### src/hw/rtl/mf3_pkg.sv
// Shared types, sizes and compare helpers for the 3x3 median filter.
// Used by mf3_line_window, mf3_median9 and median_filter_3x3.
`timescale 1ns / 1ps
`default_nettype none

package mf3_pkg;

  localparam int MAX_WIDTH    = 128;
  localparam int MAX_HEIGHT   = 1024;
  localparam int RESET_WIDTH  = 126;
  localparam int RESET_HEIGHT = 96;

  localparam int PIX_W        = 8;
  localparam int WIDTH_REG_W  = 8;
  localparam int HEIGHT_REG_W = 11;
  localparam int CFG_DATA_W   = (WIDTH_REG_W > HEIGHT_REG_W) ? WIDTH_REG_W : HEIGHT_REG_W;
  localparam int CFG_IDX_W    = 1;

  localparam int COL_W  = $clog2(MAX_WIDTH);
  localparam int ROW_W  = $clog2(MAX_HEIGHT);
  localparam int WDIM_W = COL_W + 1;
  localparam int HDIM_W = ROW_W + 1;

  // register indexes on the configuration port
  localparam logic [CFG_IDX_W-1:0] REG_IMAGE_WIDTH  = CFG_IDX_W'(0);
  localparam logic [CFG_IDX_W-1:0] REG_IMAGE_HEIGHT = CFG_IDX_W'(1);

  typedef logic [PIX_W-1:0] pix_t;
  typedef logic [8:0][PIX_W-1:0] win_t;

  typedef struct packed {
    logic [ROW_W-1:0] row;
    logic [COL_W-1:0] column;
    logic             last;
  } meta_t;

  // what travels with a pixel from the counters to the line stores
  typedef struct packed {
    logic             emit;
    logic [COL_W-1:0] addr;
    meta_t            meta;
  } tag_t;

  typedef struct packed {
    pix_t hi;
    pix_t mid;
    pix_t lo;
  } sort3_t;

  function automatic pix_t min2(pix_t a, pix_t b);
    return (a < b) ? a : b;
  endfunction

  function automatic pix_t max2(pix_t a, pix_t b);
    return (a < b) ? b : a;
  endfunction

  function automatic pix_t med3(pix_t a, pix_t b, pix_t c);
    return max2(min2(a, b), min2(max2(a, b), c));
  endfunction

  function automatic sort3_t sort3(pix_t a, pix_t b, pix_t c);
    sort3_t s;
    s.lo  = min2(min2(a, b), c);
    s.hi  = max2(max2(a, b), c);
    s.mid = med3(a, b, c);
    return s;
  endfunction

endpackage

`default_nettype wire

### src/hw/rtl/median_filter_3x3.sv
// 3x3 median filter: top level with configuration registers and position counters.
// Depends on mf3_pkg, mf3_line_window and mf3_median9.
//
// Usage:
//   Pixels of an 8-bit grey frame enter in raster order on in_pixel, one per
//   transfer (in_valid high, in_stall low). For every interior pixel a result
//   leaves on out_median/out_row/out_column with out_last_of_frame set on the
//   final interior pixel; border pixels give nothing.
//   image_width (index 0) and image_height (index 1) are written through
//   cfg_wr_en/cfg_index/cfg_wdata; the user must write them only between frames,
//   which the block does not enforce; values are saturated into 3..128 and 3..1024.
//   Throughput: one pixel per cycle while in_stall is low. The transfer edge
//   loads the line-store read stage, then row sort, candidates and final pick
//   are registered in turn (four register stages).
//   A stalled result holds in the output register; the pipeline keeps taking
//   pixels until its stages are full, then raises in_stall.
//   Reset clears the counters, the window and the registers to 126 x 96.
//   The line stores are not cleared; every entry that feeds a result has been
//   written by the two rows above it.
`timescale 1ns / 1ps
`default_nettype none

module median_filter_3x3
  import mf3_pkg::*;
(
  input  wire logic                    clk,
  input  wire logic                    rst_n,
  input  wire logic                    in_valid,
  output logic                         in_stall,
  input  wire logic [PIX_W-1:0]        in_pixel,
  output logic                         out_valid,
  input  wire logic                    out_stall,
  output logic [PIX_W-1:0]             out_median,
  output logic [ROW_W-1:0]             out_row,
  output logic [COL_W-1:0]             out_column,
  output logic                         out_last_of_frame,
  input  wire logic                    cfg_wr_en,
  input  wire logic [CFG_IDX_W-1:0]    cfg_index,
  input  wire logic [CFG_DATA_W-1:0]   cfg_wdata
);

  logic [WIDTH_REG_W-1:0]  width_r;
  logic [HEIGHT_REG_W-1:0] height_r;
  logic [WDIM_W-1:0]       w_eff;
  logic [HDIM_W-1:0]       h_eff;
  logic [COL_W-1:0]        col_r;
  logic [ROW_W-1:0]        row_r;
  logic [WDIM_W-1:0]       col_inc;
  logic [HDIM_W-1:0]       row_inc;
  logic                    acc;
  logic                    win_ready;
  tag_t                    tag;
  logic                    mid_valid;
  logic                    mid_ready;
  win_t                    mid_win;
  meta_t                   mid_meta;
  meta_t                   res_meta;

  always_ff @(posedge clk) begin
    if (!rst_n) begin
      width_r  <= WIDTH_REG_W'(RESET_WIDTH);
      height_r <= HEIGHT_REG_W'(RESET_HEIGHT);
    end else if (cfg_wr_en) begin
      unique case (cfg_index)
        REG_IMAGE_WIDTH:  width_r  <= cfg_wdata[WIDTH_REG_W-1:0];
        REG_IMAGE_HEIGHT: height_r <= cfg_wdata[HEIGHT_REG_W-1:0];
        default: ;
      endcase
    end
  end

  always_comb begin
    if (32'(width_r) < 32'd3)              w_eff = WDIM_W'(3);
    else if (32'(width_r) > 32'(MAX_WIDTH)) w_eff = WDIM_W'(MAX_WIDTH);
    else                                    w_eff = WDIM_W'(width_r);
    if (32'(height_r) < 32'd3)               h_eff = HDIM_W'(3);
    else if (32'(height_r) > 32'(MAX_HEIGHT)) h_eff = HDIM_W'(MAX_HEIGHT);
    else                                      h_eff = HDIM_W'(height_r);
  end

  assign acc      = in_valid && win_ready;
  assign in_stall = !win_ready;
  assign col_inc  = {1'b0, col_r} + WDIM_W'(1);
  assign row_inc  = {1'b0, row_r} + HDIM_W'(1);

  always_comb begin
    tag.addr        = col_r;
    tag.emit        = ({1'b0, col_r} < w_eff) && ({1'b0, row_r} < h_eff) &&
                      (col_r >= COL_W'(2)) && (row_r >= ROW_W'(2));
    tag.meta.row    = row_r - ROW_W'(1);
    tag.meta.column = col_r - COL_W'(1);
    tag.meta.last   = (col_inc == w_eff) && (row_inc == h_eff);
  end

  // position of the next pixel; wraps early if the frame shrank between frames
  always_ff @(posedge clk) begin
    if (!rst_n) begin
      col_r <= '0;
      row_r <= '0;
    end else if (acc) begin
      if (col_inc >= w_eff) begin
        col_r <= '0;
        row_r <= (row_inc >= h_eff) ? '0 : row_inc[ROW_W-1:0];
      end else begin
        col_r <= col_inc[COL_W-1:0];
      end
    end
  end

  mf3_line_window u_window (
    .clk      (clk),
    .rst_n    (rst_n),
    .acc      (acc),
    .pixel    (in_pixel),
    .tag      (tag),
    .ready    (win_ready),
    .dn_valid (mid_valid),
    .dn_ready (mid_ready),
    .dn_win   (mid_win),
    .dn_meta  (mid_meta)
  );

  mf3_median9 u_median (
    .clk        (clk),
    .rst_n      (rst_n),
    .up_valid   (mid_valid),
    .up_ready   (mid_ready),
    .up_win     (mid_win),
    .up_meta    (mid_meta),
    .out_valid  (out_valid),
    .out_stall  (out_stall),
    .out_median (out_median),
    .out_meta   (res_meta)
  );

  assign out_row           = res_meta.row;
  assign out_column        = res_meta.column;
  assign out_last_of_frame = res_meta.last;

  // a centre pixel is never on the top row or left column
  a_interior: assert property (@(posedge clk) disable iff (!rst_n)
    out_valid |-> (out_row != '0) && (out_column != '0))
    else $error("result for a border pixel");

  // width is at least three, so every transfer moves the column
  a_col_moves: assert property (@(posedge clk) disable iff (!rst_n)
    acc |=> (col_r != $past(col_r)))
    else $error("column counter did not move on a transfer");

  // last interior pixel sits one left of the final column
  a_last_col: assert property (@(posedge clk) disable iff (!rst_n)
    (out_valid && out_last_of_frame) |-> (out_column == COL_W'(w_eff - WDIM_W'(2))))
    else $error("end-of-frame flag on the wrong column");

endmodule

`default_nettype wire

### src/hw/rtl/mf3_line_window.sv
// Two line stores (synchronous RAMs with registered read) and the 3x3 window.
// Depends on mf3_pkg.
`timescale 1ns / 1ps
`default_nettype none

module mf3_line_window
  import mf3_pkg::*;
(
  input  wire logic  clk,
  input  wire logic  rst_n,
  input  wire logic  acc,        // pixel transfer into the block
  input  wire pix_t  pixel,
  input  wire tag_t  tag,
  output logic       ready,      // may take a pixel this cycle
  output logic       dn_valid,
  input  wire logic  dn_ready,
  output win_t       dn_win,
  output meta_t      dn_meta
);

  pix_t upper_mem  [MAX_WIDTH];
  pix_t middle_mem [MAX_WIDTH];

  pix_t up_rd_r;
  pix_t mid_rd_r;
  logic s1_v_r;
  pix_t s1_px_r;
  tag_t s1_tag_r;
  win_t win_r;
  win_t win_nxt;
  logic adv;

  // Consecutive pixels always address different columns (width is at least
  // three), so the write-back of one never meets the read of the next.
  always_ff @(posedge clk) begin
    if (acc) begin
      up_rd_r  <= upper_mem[tag.addr];
      mid_rd_r <= middle_mem[tag.addr];
    end
    if (adv) begin
      upper_mem[s1_tag_r.addr]  <= mid_rd_r;
      middle_mem[s1_tag_r.addr] <= s1_px_r;
    end
  end

  // border pixels leave without waiting for the median pipeline
  assign adv   = s1_v_r && (dn_ready || !s1_tag_r.emit);
  assign ready = !s1_v_r || adv;

  always_comb begin
    for (int k = 0; k < 3; k++) begin
      win_nxt[3*k]   = win_r[3*k+1];
      win_nxt[3*k+1] = win_r[3*k+2];
    end
    win_nxt[2] = up_rd_r;
    win_nxt[5] = mid_rd_r;
    win_nxt[8] = s1_px_r;
  end

  always_ff @(posedge clk) begin
    if (!rst_n) begin
      s1_v_r <= 1'b0;
      win_r  <= '0;
    end else begin
      if (ready) begin
        s1_v_r <= acc;
      end
      if (adv) begin
        win_r <= win_nxt;
      end
    end
  end

  always_ff @(posedge clk) begin
    if (acc) begin
      s1_px_r  <= pixel;
      s1_tag_r <= tag;
    end
  end

  assign dn_valid = s1_v_r && s1_tag_r.emit;
  assign dn_win   = win_nxt;
  assign dn_meta  = s1_tag_r.meta;

endmodule

`default_nettype wire

### src/hw/rtl/mf3_median9.sv
// Three-stage median of nine: sort rows, reduce to three candidates, pick.
// Depends on mf3_pkg.
`timescale 1ns / 1ps
`default_nettype none

module mf3_median9
  import mf3_pkg::*;
(
  input  wire logic  clk,
  input  wire logic  rst_n,
  input  wire logic  up_valid,
  output logic       up_ready,
  input  wire win_t  up_win,
  input  wire meta_t up_meta,
  output logic       out_valid,
  input  wire logic  out_stall,
  output pix_t       out_median,
  output meta_t      out_meta
);

  logic   a_v_r, b_v_r, o_v_r;
  logic   a_ready, b_ready, o_ready;
  sort3_t a_row_r [3];
  meta_t  a_meta_r, b_meta_r, o_meta_r;
  pix_t   b_lo_r, b_mid_r, b_hi_r;
  pix_t   o_med_r;

  assign o_ready  = !o_v_r || !out_stall;
  assign b_ready  = !b_v_r || o_ready;
  assign a_ready  = !a_v_r || b_ready;
  assign up_ready = a_ready;

  always_ff @(posedge clk) begin
    if (!rst_n) begin
      a_v_r <= 1'b0;
      b_v_r <= 1'b0;
      o_v_r <= 1'b0;
    end else begin
      if (a_ready) a_v_r <= up_valid;
      if (b_ready) b_v_r <= a_v_r;
      if (o_ready) o_v_r <= b_v_r;
    end
  end

  // median = med3(max of row minima, median of row medians, min of row maxima)
  always_ff @(posedge clk) begin
    if (a_ready && up_valid) begin
      for (int k = 0; k < 3; k++) begin
        a_row_r[k] <= sort3(up_win[3*k], up_win[3*k+1], up_win[3*k+2]);
      end
      a_meta_r <= up_meta;
    end
    if (b_ready && a_v_r) begin
      b_lo_r   <= max2(max2(a_row_r[0].lo, a_row_r[1].lo), a_row_r[2].lo);
      b_mid_r  <= med3(a_row_r[0].mid, a_row_r[1].mid, a_row_r[2].mid);
      b_hi_r   <= min2(min2(a_row_r[0].hi, a_row_r[1].hi), a_row_r[2].hi);
      b_meta_r <= a_meta_r;
    end
    if (o_ready && b_v_r) begin
      o_med_r  <= med3(b_lo_r, b_mid_r, b_hi_r);
      o_meta_r <= b_meta_r;
    end
  end

  assign out_valid  = o_v_r;
  assign out_median = o_med_r;
  assign out_meta   = o_meta_r;

endmodule

`default_nettype wire

### config.mk
export PLATFORM = sky130hd
export DESIGN_NAME = median_filter_3x3
export DESIGN_NICKNAME = d
export VERILOG_FILES = /design/src/hw/rtl/mf3_pkg.sv /design/src/hw/rtl/median_filter_3x3.sv /design/src/hw/rtl/mf3_line_window.sv /design/src/hw/rtl/mf3_median9.sv
export SDC_FILE = /design/constraint.sdc
export NUM_CORES = 2
export LEC_CHECK = 0
export ABC_AREA = 1
export ABC_CLOCK_PERIOD_IN_PS = 11440
export BUFFER_PORTS_ARGS = -buffer_cell sky130_fd_sc_hd__buf_2
export CELL_PAD_IN_SITES_DETAIL_PLACEMENT = 0
export CELL_PAD_IN_SITES_GLOBAL_PLACEMENT = 1
export CORE_UTILIZATION = 55
export DETAILED_ROUTE_END_ITERATION = 8
export GPL_ROUTABILITY_DRIVEN = 1
export PLACE_DENSITY = 0.82
export SKIP_LAST_GASP = 1
export SLEW_MARGIN = 20
export SYNTH_ARGS = -nofsm -noshare
export SYNTH_HDL_FRONTEND = slang
export SYNTH_SLANG_ARGS = --single-unit
export TNS_END_PERCENT = 5
### constraint.sdc
create_clock -name clk -period 11.44 [get_ports clk]
set_clock_uncertainty 0.15 [all_clocks]
set_input_delay 0.572 -clock clk [delete_from_list [all_inputs] [get_ports clk]]
set_output_delay 0.572 -clock clk [all_outputs]
set_load 0.02 [all_outputs]
== Yosys cells after proc, flatten, opt, wreduce, memory -nomap -nowiden ==
Memories as Yosys holds them, arrays and structs flattened. A register that Yosys moved wholly into a read port is not among the register bits.
Index checks and enable logic that the tools add are counted.
Widths: inputs -> output; s select.

* $add $sub $neg: 4
* Magnitude comparators: 32
* Eq/ne operators: 2
* Multiplexer cells: 40
* Bitwise gates (word level): 1
* Reductions and logical operators: 25

{| class="wikitable"
|+ Operators with widths
! kind !! count
|-
| $mux 8 || 32
|-
| $lt 8x8->1 || 22
|-
| $mux 11 || 2
|-
| $add 10x1->11 const B || 1
|-
| $eq 11x11->1 || 1
|-
| $ge 11x11->1 || 1
|-
| $gt 11x11->1 const B || 1
|-
| $lt 10x11->1 || 1
|-
| $lt 11x2->1 const B || 1
|-
| $ge 10x2->1 const B || 1
|-
| $logic_and 1x1->1 || 10
|-
| $mux 10 || 1
|-
| $sub 10x1->10 const B || 1
|-
| $add 7x1->8 const B || 1
|-
| $eq 8x8->1 || 1
|-
| $ge 8x8->1 || 1
|-
| $gt 8x8->1 const B || 1
|-
| $lt 7x8->1 || 1
|-
| $lt 8x2->1 const B || 1
|-
| $ge 7x2->1 const B || 1
|-
| $logic_not 1->1 || 7
|-
| $mux 7 || 1
|-
| $sub 7x1->7 const B || 1
|-
| $reduce_and 2->1 || 3
|-
| 3 further kinds || 10
|}

* Flip-flop bits (word level): 208
* RAM bits: 2120
* Bits of input ports: 25
* Output and inout bits: 28
* Logic and storage cells: 140
* Memories: 3

{| class="wikitable"
|+ Memory list
! name !! words !! bits a word !! rd ports !! clocked after Yosys merged registers in !! write ports !! line !! source
|-
| u_window.middle_mem || 128 || 8 || 1 || 1 || 1 || mf3_line_window.sv:22 || <nowiki>pix_t middle_mem [MAX_WIDTH];</nowiki>
|-
| u_window.upper_mem || 128 || 8 || 1 || 1 || 1 || mf3_line_window.sv:21 || <nowiki>pix_t upper_mem [MAX_WIDTH];</nowiki>
|-
| u_median.a_row_r || 3 || 24 || 3 || 0 || 3 || mf3_median9.sv:23 || <nowiki>sort3_t a_row_r [3];</nowiki>
|}

== Longest topological paths before layout ==
* Word-level depth: 9
* Mapped depth: 31
* Depth with buffers taken out: 28

== Hierarchy ==
Synthesis repeated with hierarchy kept, for this count alone.

* Cell total of the unflattened synthesis: 8906
* Area total of the unflattened synthesis: 100323.7 um^2

{| class="wikitable"
|+ By module, submodules not included
! module !! instances !! cells each !! area each (um^2) !! sequential area each (um^2)
|-
| mf3_line_window || 1 || 7046 || 85737.2 || 63981.4
|-
| mf3_median9 || 1 || 1413 || 11619.9 || 4804.6
|-
| median_filter_3x3 || 1 || 447 || 2966.6 || 720.7
|}

== Worst setup path after synthesis ==
Ideal clock, no wire load.

* Path type: input port to flip-flop
* Start point: input port out_stall
* End point: register u_median.a_meta_r[0] (netlist bit) (enable)
* Library setup time: 0.540 ns
* Data arrival time: 4.579 ns
* Data required time: 10.750 ns
* Setup slack: 6.171 ns
* Cell stages on the path: 5
* Buffers on the path: 0
* Cells stage by stage: nand2_1 -> nor2_1 -> inv_1 -> nor2_1 -> nor2_1

* Longest elaborated chain between the ends: 5

{| class="wikitable"
|+ RTL lines
! item !! line !! source
|-
| start: declaration || median_filter_3x3.sv:32 || <nowiki>input wire logic out_stall,</nowiki>
|-
| $logic_not 1->1 || mf3_median9.sv:28 || <nowiki>assign o_ready = !o_v_r || !out_stall;</nowiki>
|-
| $logic_or 1x1->1 || mf3_median9.sv:28 ||
|-
| $logic_or 1x1->1 || mf3_median9.sv:29 || <nowiki>assign b_ready = !b_v_r || o_ready;</nowiki>
|-
| $logic_or 1x1->1 || mf3_median9.sv:30 || <nowiki>assign a_ready = !a_v_r || b_ready;</nowiki>
|-
| $logic_and 1x1->1 || mf3_median9.sv:47 || <nowiki>if (a_ready && up_valid) begin</nowiki>
|-
| end signal: assignment || mf3_median9.sv:51 || <nowiki>a_meta_r <= up_meta;</nowiki>
|-
| end: declaration || mf3_median9.sv:24 || <nowiki>meta_t a_meta_r, b_meta_r, o_meta_r;</nowiki>
|}

Every way passes these cells.
A chain may end at the register's enable or synchronous reset.

==> impl_results.md <==
- Status: finished clean
- IO Port Bufs: 52
- Period minus WS final: 5.16 ns
- Leakage power: 36.4 nW
- Clk Latency, worst-skew pair: 0.88 ns
- # DRC: 0
- Internal cell power: 14.4 mW
- H-tree levels: 4
- CTS tree: done
- Worst Hold Class: input port to flop
- Final GP Congestion: 0.889
- Max Root-Sink Buffers: 3
- Max-cap violations: 0
- CTS clk-pin slew, worst paths: 0.06 ns
- First drt pass iteration count: 6
- Final hold vios: 0
- Wire per inst: 26.1 µm
- CTS root buffer: clkbuf_16
- Starting Density: 55.6%
- Worst slew margin: 17.1%
- ANT nets after route: 0
- TritonCTS Buffers: 226
- Data required, critical path: 11.90 ns
- Max rail drop VDD: 0.000158 V
- Syn_area_per_cell: 12.4 µm²
- Most used DFF post-synth: edfxtp_1
- Sw Ratio: 26.3%
- YS warnings: 0
- Util after Layout: 61.7%
- Max-slew violation count: 0
- Total number of vias: 65.0k
- Mapped Cells: 7812
- Fillers: 13.2k
- Adder-cell area share of the yosys netlist: 2.53%
- Die footprint: 178000 µm²
- Number of buffers and inverters on the critical path: 3
- FFs w/ async S/R, synth: 0%
- P_sw: 5.14 mW
- Initial antenna violation count: 7
- Core area: 175000 µm²
- Resized cells post-CTS: 0
- Layout cells sized above 1: 8.59%
- Critical path class: flop to flop
- Delay-heaviest family, CP: compound AO/OA/AOI/OAI gates
- Syn nets: 8033
- Post-CTS setup buffers: 0
- Global route total overflow: 0
- Commonest cells after routing, fill and taps aside: edfxtp_1 (2256), nor2_1 (1264), o21ai_0 (1217)
- Part of the power in registers: 49.7%
- Nets@finish: 8081
- Vias in the first global route: 61.3k
- CP peak stage delay: 0.52 ns
- Fin Setup TNS: 0 ns
- Final setup violation count: 0
- Main combinational cell family by area after synthesis: compound AO/OA/AOI/OAI gates
- Dpl hpwl: 156 mm
- Worst setup EP type: flop
- Die height: 422 µm
- DR iter-0 viols: 8616
- Post-synthesis cell type count: 48
- Clock Power Share: 37.6%
- Combinational share of power: 12.6%
- Clock Sinks: 2344
- Crit Path Max Fanout: 31
- Cell area after synthesis: 97000 µm²
- Number of synthesized flops with an enable pin: 2256
- Post-Synth Simple-Gate Area: 9.00%
- CP Cell Sequence: inv_1 -> ha_1 -> a21oi_1 -> o21a_1 -> nand2_2 -> o21ai_0 -> ha_1 -> a21oi_1 -> nor2_1 -> a211oi_1 -> nand2_2 -> inv_1 -> nand2_1 -> o21ai_0 -> inv_1 -> ha_1 -> a21oi_1 -> nor2_1 -> a211oi_2 -> nand2_4 -> nand2_1 -> nand2_1
- Worst Path Arrival: 5.62 ns
- Row count: 153
- Final Cycle Share: 45.1%
- Mux cell area share after synthesis: 0%
- First-pass GRT wire length: 398 mm
- P per Cell Area: 182 nW/µm²
- Synth Area in XOR/XNOR: 0.199%
- Achievable Freq: 0.194 GHz
- Post-synthesis sequential area ratio: 71.6%
- Slew @ Worst Pin: 1.24 ns
- CTS Hold Buffers Added: 25
- Largest net degree at the start of global routing: 217
- Most common cell after layout, fill and taps aside: edfxtp_1
- Slowest cell on the critical path: a211oi_2
- GR Util All Layers: 30.0%
- Compound-gate portion of the synthesized area: 13.4%
- RSZ-0062 raised after global routing: no
- Die W: 422 µm
- #FFs+latches synth: 2344
- Total Routed Length: 271 mm
- I/O pin count: 53
- P&R area growth vs syn: 11.0%
- Vias per cell: 6.26
- CP Launch Type: flop
-- cell families after synthesis --
| logic type | Yosys count |
|---|---|
| DFF | 2344 |
| AOI/OAI and AO/OA | 2273 |
| and+or+nand+nor | 2198 |
| buffers and inverters | 779 |
| adders and majority gates | 196 |
| xor gates and xnor gates | 22 |
-- worst reg2reg max path: cells and delay by family (launching register included) --
kind / cells / cell delay, ns
AOI/OAI and AO/OA: 8 / 2.05
adders and majority gates: 3 / 0.93
buffers and inverters: 3 / 0.31
DFF: 1 / 0.31
and+or+nand+nor: 8 / 1.15
-- area by class of cell --
| cell class | count | area (µm²) | share of cell area (%) |
|---|---|---|---|
| repair buffers | 316 | 2440 | 2.26 |
| multi-input cells | 4689 | 24400 | 22.7 |
| well taps | 2325 | 2910 | 2.70 |
| clock buffers | 284 | 5990 | 5.56 |
| flip-flops and latches | 2344 | 69500 | 64.5 |
| diodes | 1 | 2.50 | 0.00232 |
| clock inverters | 140 | 1360 | 1.26 |
| inverters | 283 | 1090 | 1.01 |
-- layer usage --
layer  wire, µm  vias to the layer above  global-route usage [%]
met2     127000                     3502                    47.5
li1           -                    29000                       -
met1     104000                    31900                    40.3
met5         39                        -                       0
met3      25600                      588                    4.89
met4      14600                        6                    15.2
-- registers in the layout, indices dropped and copies added (netlist names), 10 cells and up --
| signal | cells |
|---|---|
| u_window.middle_mem | 1024 |
| u_window.upper_mem | 1024 |
| u_median.a_row_r | 72 |
| u_window.dn_win | 48 |
| u_median.a_meta_r | 18 |
| u_median.b_meta_r | 18 |
| u_median.out_meta | 18 |
| u_window.dn_meta | 18 |
| height_r | 11 |
| row_r | 10 |
-- stage by stage --
step	setup WS [ns]	hold slack (ns)	instances	area (µm²)	total power, mW
2_1_floorplan	6.17	0.250	7812	97000	11.5
3_3_place_gp	6.37	0.251	9931	100000	12.3
3_5_place_dp	6.33	0.255	9931	100000	12.3
4_1_cts	6.27	0.0272	10400	108000	19.6
5_1_grt	5.69	0.144	10400	108000	20.2
6_report	6.28	0.0940	10400	108000	19.6
-- synthesized netlist by cell type, drive strengths merged, types with 12 or more instances --
| master | number | area [µm²] |
|---|---|---|
| o221ai | 119 | 1040 |
| a31oi | 43 | 269 |
| xor2 | 22 | 193 |
| clkbuf | 318 | 1200 |
| a22o | 20 | 175 |
| a21oi | 259 | 1300 |
| o21ai | 1259 | 6300 |
| nand3 | 168 | 841 |
| a211oi | 38 | 310 |
| inv | 281 | 1050 |
| edfxtp | 2256 | 67700 |
| nor2 | 1275 | 4790 |
| o211ai | 92 | 701 |
| o22ai | 389 | 2430 |
| nand4 | 29 | 181 |
| dfxtp | 88 | 1760 |
| buf | 178 | 892 |
| nor3 | 12 | 60.1 |
| nand2 | 701 | 2780 |
| ha | 196 | 2450 |
-- power by group through the flow --
stage | logic [mW] | clock network (mW) | registers, mW
3_3_place_gp | 2.36 | 0 | 9.91
4_1_cts | 2.43 | 7.42 | 9.73
2_1_floorplan | 1.48 | 0 | 10.0
6_report | 2.47 | 7.36 | 9.73
5_1_grt | 2.71 | 7.74 | 9.73
3_5_place_dp | 2.41 | 0 | 9.91
-- worst paths after layout --
check | startpoint | endpoint | cells past startpoint | slack, ns
worst max-delay path | u_window.dn_win[15] | u_median.a_row_r[0][11] | 22 | 6.28
worst min-delay path | cfg_wr_en | width_r[5] | 5 | 0.09
worst max register to register | u_window.dn_win[15] | u_median.a_row_r[0][11] | 22 | 6.28
worst min register to register | u_median.a_meta_r[13] | u_median.b_meta_r[13] | 0 | 0.27
(Power assumes the default switching activity.)
